File: config.mk
export PLATFORM = sky130hd
export DESIGN_NAME = spi_master_bit_engine
export DESIGN_NICKNAME = d
export VERILOG_FILES = /design/src/rtl/spim_pkg.sv /design/src/rtl/spi_master_bit_engine.sv /design/src/rtl/spim_core.sv /design/src/rtl/spim_out_reg.sv
export SDC_FILE = /design/constraint.sdc
export NUM_CORES = 1
export LEC_CHECK = 0
export ABC_AREA = 1
export BUFFER_PORTS_ARGS = -buffer_cell sky130_fd_sc_hd__buf_4
export CAP_MARGIN = 15
export CORE_MARGIN = 1
export CORE_UTILIZATION = 50
export DETAILED_ROUTE_END_ITERATION = 8
export PLACE_DENSITY = 0.8
export SYNTH_ARGS = -nofsm -noshare
export SYNTH_HDL_FRONTEND = slang
export SYNTH_SLANG_ARGS = --single-unit
File: constraint.sdc
create_clock -name clk -period 2.8 [get_ports clk]
set_clock_uncertainty 0.15 [all_clocks]
set_input_delay 0.56 -clock clk [delete_from_list [all_inputs] [get_ports clk]]
set_output_delay 0.56 -clock clk [all_outputs]
set_load 0.02 [all_outputs]
File: src/rtl/spim_pkg.sv
// Shared types and constants for the SPI master bit engine.
`timescale 1ns / 1ps
`default_nettype none

package spim_pkg;

  // Default width of the shift words.
  localparam int DEFAULT_WORD_WIDTH = 32;

  // Configuration register width and reset values.
  localparam int CFG_W = 6;
  localparam logic [CFG_W-1:0] XFER_BITS_RESET = 6'd8;
  localparam logic [CFG_W-1:0] READ_BITS_RESET = 6'd8;

  // Configuration channel widths and register indexes.
  localparam int CFG_INDEX_W = 8;
  localparam logic [CFG_INDEX_W-1:0] REG_XFER_BITS = 8'd0;
  localparam logic [CFG_INDEX_W-1:0] REG_READ_BITS = 8'd1;

  // Bit position: signed, one bit wider than the config value; all ones means exhausted.
  localparam int POS_W = CFG_W + 1;

  // Width of the reported read word.
  localparam int READ_WORD_W = 32;

  // Input item kinds.
  localparam logic KIND_START = 1'b0;
  localparam logic KIND_TICK  = 1'b1;

  // One result item.
  typedef struct packed {
    logic [READ_WORD_W-1:0] read_word;
    logic                   done_res;
    logic                   busy_res;
    logic                   data_out_level;
    logic                   clock_level;
  } result_t;

endpackage

`default_nettype wire

File: src/rtl/spi_master_bit_engine.sv
// Top level of the tick-driven SPI master bit engine.
// A result is registered and appears on the master side in the cycle after its item transfers.
// Throughput: one item per cycle while the master side takes each result; the single output register sets this figure.
// The input stalls only while a result waits in the output register untaken.
// Reset (synchronous, active high) makes the engine idle, pins high, config to 8 and 8.
`timescale 1ns / 1ps
`default_nettype none

module spi_master_bit_engine #(
  parameter int WORD_WIDTH = spim_pkg::DEFAULT_WORD_WIDTH
) (
  input  wire                              clk,
  input  wire                              rst,
  // Configuration write channel.
  input  wire                              cfg_valid,
  output logic                             cfg_ready,
  input  wire [spim_pkg::CFG_INDEX_W-1:0]  cfg_index,
  input  wire [spim_pkg::CFG_W-1:0]        cfg_data,
  // Input items.
  input  wire                              s_tvalid,
  output logic                             s_tready,
  input  wire [39:0]                       s_tdata,  // write_word[31:0], serial_in[32], zero pad
  input  wire                              s_tuser,  // kind[0]
  // Result items.
  output logic                             m_tvalid,
  input  wire                              m_tready,
  output logic [39:0]                      m_tdata   // clock_level[0], data_out_level[1],
                                                     // busy_res[2], done_res[3],
                                                     // read_word[35:4], zero pad
);
  import spim_pkg::*;

  logic    item_accept;
  logic    cfg_write;
  logic    can_load;
  result_t result_next;
  result_t result;

  assign cfg_ready   = 1'b1;
  assign cfg_write   = cfg_valid && cfg_ready;
  assign s_tready    = can_load;
  assign item_accept = s_tvalid && s_tready;

  // Bit step and transfer state.
  spim_core #(
    .WORD_WIDTH (WORD_WIDTH)
  ) u_core (
    .clk         (clk),
    .rst         (rst),
    .cfg_write   (cfg_write),
    .cfg_index   (cfg_index),
    .cfg_data    (cfg_data),
    .item_accept (item_accept),
    .kind        (s_tuser),
    .write_word  (s_tdata[31:0]),
    .serial_in   (s_tdata[32]),
    .result_next (result_next)
  );

  // Result register toward the master side.
  spim_out_reg u_out_reg (
    .clk         (clk),
    .rst         (rst),
    .load        (item_accept),
    .result_next (result_next),
    .can_load    (can_load),
    .valid       (m_tvalid),
    .taken       (m_tready),
    .result      (result)
  );

  // Pack the result fields.
  assign m_tdata = {4'b0000, result.read_word, result.done_res, result.busy_res,
                    result.data_out_level, result.clock_level};

endmodule

`default_nettype wire

File: src/rtl/spim_core.sv
// Configuration registers, transfer state and the per-item bit step.
`timescale 1ns / 1ps
`default_nettype none

module spim_core #(
  parameter int WORD_WIDTH = spim_pkg::DEFAULT_WORD_WIDTH
) (
  input  wire                                clk,
  input  wire                                rst,
  input  wire                                cfg_write,
  input  wire [spim_pkg::CFG_INDEX_W-1:0]    cfg_index,
  input  wire [spim_pkg::CFG_W-1:0]          cfg_data,
  input  wire                                item_accept,
  input  wire                                kind,
  input  wire [31:0]                         write_word,
  input  wire                                serial_in,
  output spim_pkg::result_t                  result_next
);
  import spim_pkg::*;

  logic [CFG_W-1:0]      xfer_bits;
  logic [CFG_W-1:0]      read_bits;

  logic                  active;
  logic                  high_phase;
  logic [POS_W-1:0]      bit_position;
  logic [WORD_WIDTH-1:0] out_word;
  logic [WORD_WIDTH-1:0] in_word;
  logic                  clock_pin;
  logic                  data_pin;

  logic                  active_next;
  logic                  high_phase_next;
  logic [POS_W-1:0]      bit_position_next;
  logic [WORD_WIDTH-1:0] out_word_next;
  logic [WORD_WIDTH-1:0] in_word_next;
  logic                  clock_pin_next;
  logic                  data_pin_next;
  logic                  done_next;

  logic [WORD_WIDTH-1:0] out_shifted;
  logic [WORD_WIDTH-1:0] capture_mask;
  logic                  capture_ok;

  // Configuration writes; indexes beyond the list are ignored.
  always_ff @(posedge clk) begin
    if (rst) begin
      xfer_bits <= XFER_BITS_RESET;
      read_bits <= READ_BITS_RESET;
    end else if (cfg_write) begin
      if (cfg_index == REG_XFER_BITS) begin
        xfer_bits <= cfg_data;
      end else if (cfg_index == REG_READ_BITS) begin
        read_bits <= cfg_data;
      end
    end
  end

  // Positions at or above the word width shift everything out, which gives
  // a zero output bit and an empty capture mask.
  assign out_shifted  = out_word >> bit_position[CFG_W-1:0];
  assign capture_mask = {{(WORD_WIDTH-1){1'b0}}, 1'b1} << bit_position[CFG_W-1:0];
  assign capture_ok   = !bit_position[POS_W-1] && (bit_position[CFG_W-1:0] < read_bits)
                        && serial_in;

  // One step of the engine for the item at the input.
  always_comb begin
    active_next       = active;
    high_phase_next   = high_phase;
    bit_position_next = bit_position;
    out_word_next     = out_word;
    in_word_next      = in_word;
    clock_pin_next    = clock_pin;
    data_pin_next     = data_pin;
    done_next         = 1'b0;
    if (kind == KIND_START) begin
      bit_position_next = {1'b0, xfer_bits} - {{(POS_W-1){1'b0}}, 1'b1};
      in_word_next      = '0;
      out_word_next     = WORD_WIDTH'(write_word);
      high_phase_next   = 1'b0;
      active_next       = 1'b1;
    end else if (active) begin
      if (!high_phase) begin
        if (bit_position[POS_W-1]) begin
          // Index exhausted: finish the transfer.
          active_next   = 1'b0;
          data_pin_next = 1'b1;
          done_next     = 1'b1;
        end else begin
          data_pin_next   = out_shifted[0];
          clock_pin_next  = 1'b0;
          high_phase_next = 1'b1;
        end
      end else begin
        if (capture_ok) begin
          in_word_next = in_word | capture_mask;
        end
        bit_position_next = bit_position - {{(POS_W-1){1'b0}}, 1'b1};
        clock_pin_next    = 1'b1;
        high_phase_next   = 1'b0;
      end
    end
  end

  // Transfer state advances once per accepted item.
  always_ff @(posedge clk) begin
    if (rst) begin
      active       <= 1'b0;
      high_phase   <= 1'b0;
      bit_position <= '1;
      out_word     <= '0;
      in_word      <= '0;
      clock_pin    <= 1'b1;
      data_pin     <= 1'b1;
    end else if (item_accept) begin
      active       <= active_next;
      high_phase   <= high_phase_next;
      bit_position <= bit_position_next;
      out_word     <= out_word_next;
      in_word      <= in_word_next;
      clock_pin    <= clock_pin_next;
      data_pin     <= data_pin_next;
    end
  end

  // Result reflects the state after the update.
  always_comb begin
    result_next.clock_level    = clock_pin_next;
    result_next.data_out_level = data_pin_next;
    result_next.busy_res       = active_next;
    result_next.done_res       = done_next;
    result_next.read_word      = READ_WORD_W'(in_word_next);
  end

endmodule

`default_nettype wire

File: src/rtl/spim_out_reg.sv
// Output register that holds one result until the downstream side takes it.
`timescale 1ns / 1ps
`default_nettype none

module spim_out_reg (
  input  wire                clk,
  input  wire                rst,
  input  wire                load,
  input  spim_pkg::result_t  result_next,
  output logic               can_load,
  output logic               valid,
  input  wire                taken,
  output spim_pkg::result_t  result
);
  import spim_pkg::*;

  // A new result may enter when the register is empty or drains this cycle.
  assign can_load = !valid || taken;

  // Valid flag.
  always_ff @(posedge clk) begin
    if (rst) begin
      valid <= 1'b0;
    end else if (load) begin
      valid <= 1'b1;
    end else if (taken) begin
      valid <= 1'b0;
    end
  end

  // Result payload.
  always_ff @(posedge clk) begin
    if (load) begin
      result <= result_next;
    end
  end

endmodule

`default_nettype wire
==> results.toml <==
[timing]
rsz0062_at_grt = "no"
setup_viol = 0
finalMaxSlewViolations = 0
fmaxAchievable_mhz = 404.2
finalSetupTns_ns = 0
fin_hold_ws_ns = 0.1178
worst_slew_pin_slew_ns = 0.8162
fin_crit_ns = 2.474
timing.final.hold_violations = 0
final.period_utilization = 0.8836
maxSlewHeadroom = 0.4553

[finish]
most_common_cell_after_layout_fill_and_taps_aside = "sky130_fd_sc_hd__a21oi_1"
final_util = 0.6312
antennaDiodeCount = 0
most-common-layout-cells = "119 x sky130_fd_sc_hd__a21oi_1, 104 x sky130_fd_sc_hd__nand2_1, 97 x sky130_fd_sc_hd__buf_4"
synthToLayoutAreaGrowth_pct = 23.13
nets = 834
fraction_of_layout_instances_using_a_drive_strength_above_1 = 0.1869

[floorplan]
io_pins = 103
fp.coreArea_um2 = 10790
die_area_um2 = 11490
dieHeight_um = 107.2
row_count = 38
initial_core_util = 0.5126
die_x_um = 107.2

[global_routing]
grtUsageTotal = 0.2272
globalRouteOverflowTotal = 0
number_of_antenna_violations_at_the_first_check_in_global_routing = 0
grt_first_pass_wirelength_um = 20400
global_route.peak_usage_layer = "met2"
global_route.usage.met3 = 0.04316
globalRouteMet2Util = 0.3889
grt_max_degree = 94
via_count_of_the_first_global_routing_pass = 4544
globalRouteMet1Util = 0.2687

[logic_synthesis]
synthDominantCellAreaShare = 0.3184
synth.area.top_cells = "sky130_fd_sc_hd__dfxtp_1 32%, sky130_fd_sc_hd__edfxtp_1 20%, sky130_fd_sc_hd__a21oi_1 11%"
synth.distinct_cells = 32
netlist_instances = 693
synth_seq_area_share = 0.5138
synthesis.area_um2 = 5533
postSynthRegisterBits = 124
synth_area_leader_cell = "sky130_fd_sc_hd__dfxtp_1"
warnings_from_yosys = 0
synth.avg_cell_area_um2 = 7.984

[setup_path]
r2r-start = "u_core.bit_position[3]"
worst_setup_path_end_kind = "flip-flop"
worstPathRequired_ns = 2.99
cp_max_fo = 32
criticalPathCategory = "flip-flop to flip-flop"
timing.critical_path.from_type = "flip-flop"
slowest_delay_ns = 0.62
crit_end = "u_out_reg.result[25]"
worstPathArrival_ns = 2.66
worst-r2r-cell-count = 7
critical_path.most_common_cell = "sky130_fd_sc_hd__a21oi_1"
reg2reg_setup_slack_ns = 0.33
crit_path_start = "u_core.bit_position[3]"
crit-reg2reg-capture = "u_out_reg.result[25]"
crit_path_cell_trace = "ha_1 > a21oi_1 > o211ai_2 > nor3b_4 > buf_4 > nand2_1 > a21oi_1"
critical-path-slowest-cell = "sky130_fd_sc_hd__dfxtp_1"

[cts]
postCtsHoldBufs = 0
cts_tree = "done"
max-clock-path-buffers = 2
cts-resized-gates = 0
cts_max_level = 4
worst_setup_hold_path_clk_slew_ns = 0.06
clock_tree_sinks = 124
clock_insertion_delay_worst_skew_ns = 0.51
ctsRootBufferMaster = "sky130_fd_sc_hd__clkbuf_8"
cts_made_buffers = 17
cts.repair_timing.setup_buffer_count = 0

[place]
detailed_place_hpwl_um = 8341
gpl.final_weighted_congestion = 0.8477
io_buffers = 90

[route]
vias = 4915
routed_wl_um = 12510
wl_per_cell_um = 13.58
remaining_drc_errors = 0
drt_iter0_drc = 346
postRouteAntennaNets = 0
viasPerCell = 5.337
drt_first_pass_iters = 7

[run]
timing.max_cap.violations = 0

[pwr]
static-leakage-power_nw = 2.572
p_per_area_nw_per_um2 = 649.2
power.ir.vdd_worst_uv = 384.8

[min_path]
worst_hold_path_type = "input pin to flip-flop"

[status]
outcome = "finished, final reports clean"
-- stage by stage --
step | instance area (um2) | std cells | setup WS, ns | total power, W
global placement | 6240 | 889 | 0.4604 | 0.002364
floorplan | 5544 | 696 | 0.4769 | 0.002229
detailed placement | 6240 | 889 | 0.3706 | 0.002378
CTS | 6813 | 921 | 0.3709 | 0.004442
global route | 6813 | 921 | 0.1991 | 0.004569
finish | 6813 | 921 | 0.3258 | 0.004423
-- critical path: cells and delay by family, from the launching register on --
family                     cells  cell delay [ns]
DFF                            1             0.62
and+or+nand+nor                2             0.30
buffers and inverters          1             0.36
adders and majority gates      1             0.33
AOI/OAI and AO/OA              3             0.53
-- layer usage --
metal,part of all wire,up-vias
met3,0.053,33
met4,0.029,0
met2,0.49,197
li1,-,2454
met5,0,-
met1,0.43,2231
-- synthesized netlist by cell type, drive strengths merged --
master and count:
o21ai 75, a221oi 1, a32o 1, clkbuf 26, nand4 4, dfxtp 88
nor3b 1, buf 19, edfxtp 36, o211ai 3, ha 6, nor3 2
nor4 1, clkinv 1, nand3 61, inv 72, a21oi 119, a21boi 1
nand2 115, xor2 1, conb 2, xnor2 3, nor2 55
-- report_power, final --
group / internal (W) / leakage (nW) / switching [W] / total [W]
Combinational: 0.000154 / 1.22 / 0.000252 / 0.000406
Sequential: 0.00191 / 1.08 / 0.0000313 / 0.00194
Clock: 0.00129 / 0.277 / 0.000789 / 0.00208
Total: 0.00335 / 2.57 / 0.00107 / 0.00442
-- cells by family (layout without fill, tap and decap cells) --
group	Yosys count	in the layout	share of synthesized area
other	2	5	0.001357
DFF	124	124	0.5138
adders and majority gates	6	6	0.01357
buffers and inverters	118	203	0.09159
and+or+nand+nor	239	239	0.1868
xor gates and xnor gates	4	4	0.006333
AOI/OAI and AO/OA	200	200	0.1866
-- worst min path at each step --
stage | startpoint | to | slack [ns] | cells after the start
after floorplan | u_core.out_word[16] | u_core.out_word[16] | 0.27 | 2
after global placement | u_core.out_word[4] | u_core.out_word[4] | 0.28 | 2
after detailed placement | u_core.out_word[26] | u_core.out_word[26] | 0.29 | 2
after CTS | cfg_data[3] | u_core.xfer_bits[3] | 0.11 | 3
after global routing | cfg_data[3] | u_core.xfer_bits[3] | 0.12 | 3
final | cfg_data[3] | u_core.xfer_bits[3] | 0.12 | 3
-- cell type report --
class	instances	area, um2
clock buffer	18	427.9
tap	140	175.2
timing repair buffer	98	748.2
multi-input combinational	454	2195
fill	846	3980
inverter	73	279.0
clock inverter	14	145.1
sequential	124	2843
-- flip-flops by register name, indices dropped and copies added, names as in the netlist --
signal / cells
u_core.read_bits: 6
u_core.bit_position: 7
u_core.active: 1
u_core.out_word: 32
u_core.xfer_bits: 6
u_core.in_word: 32
u_out_reg.valid: 1
u_core.data_pin: 1
u_core.clock_pin: 1
u_out_reg.result: 36
u_core.high_phase: 1
No activity file was read; power rests on OpenSTA's default activity.
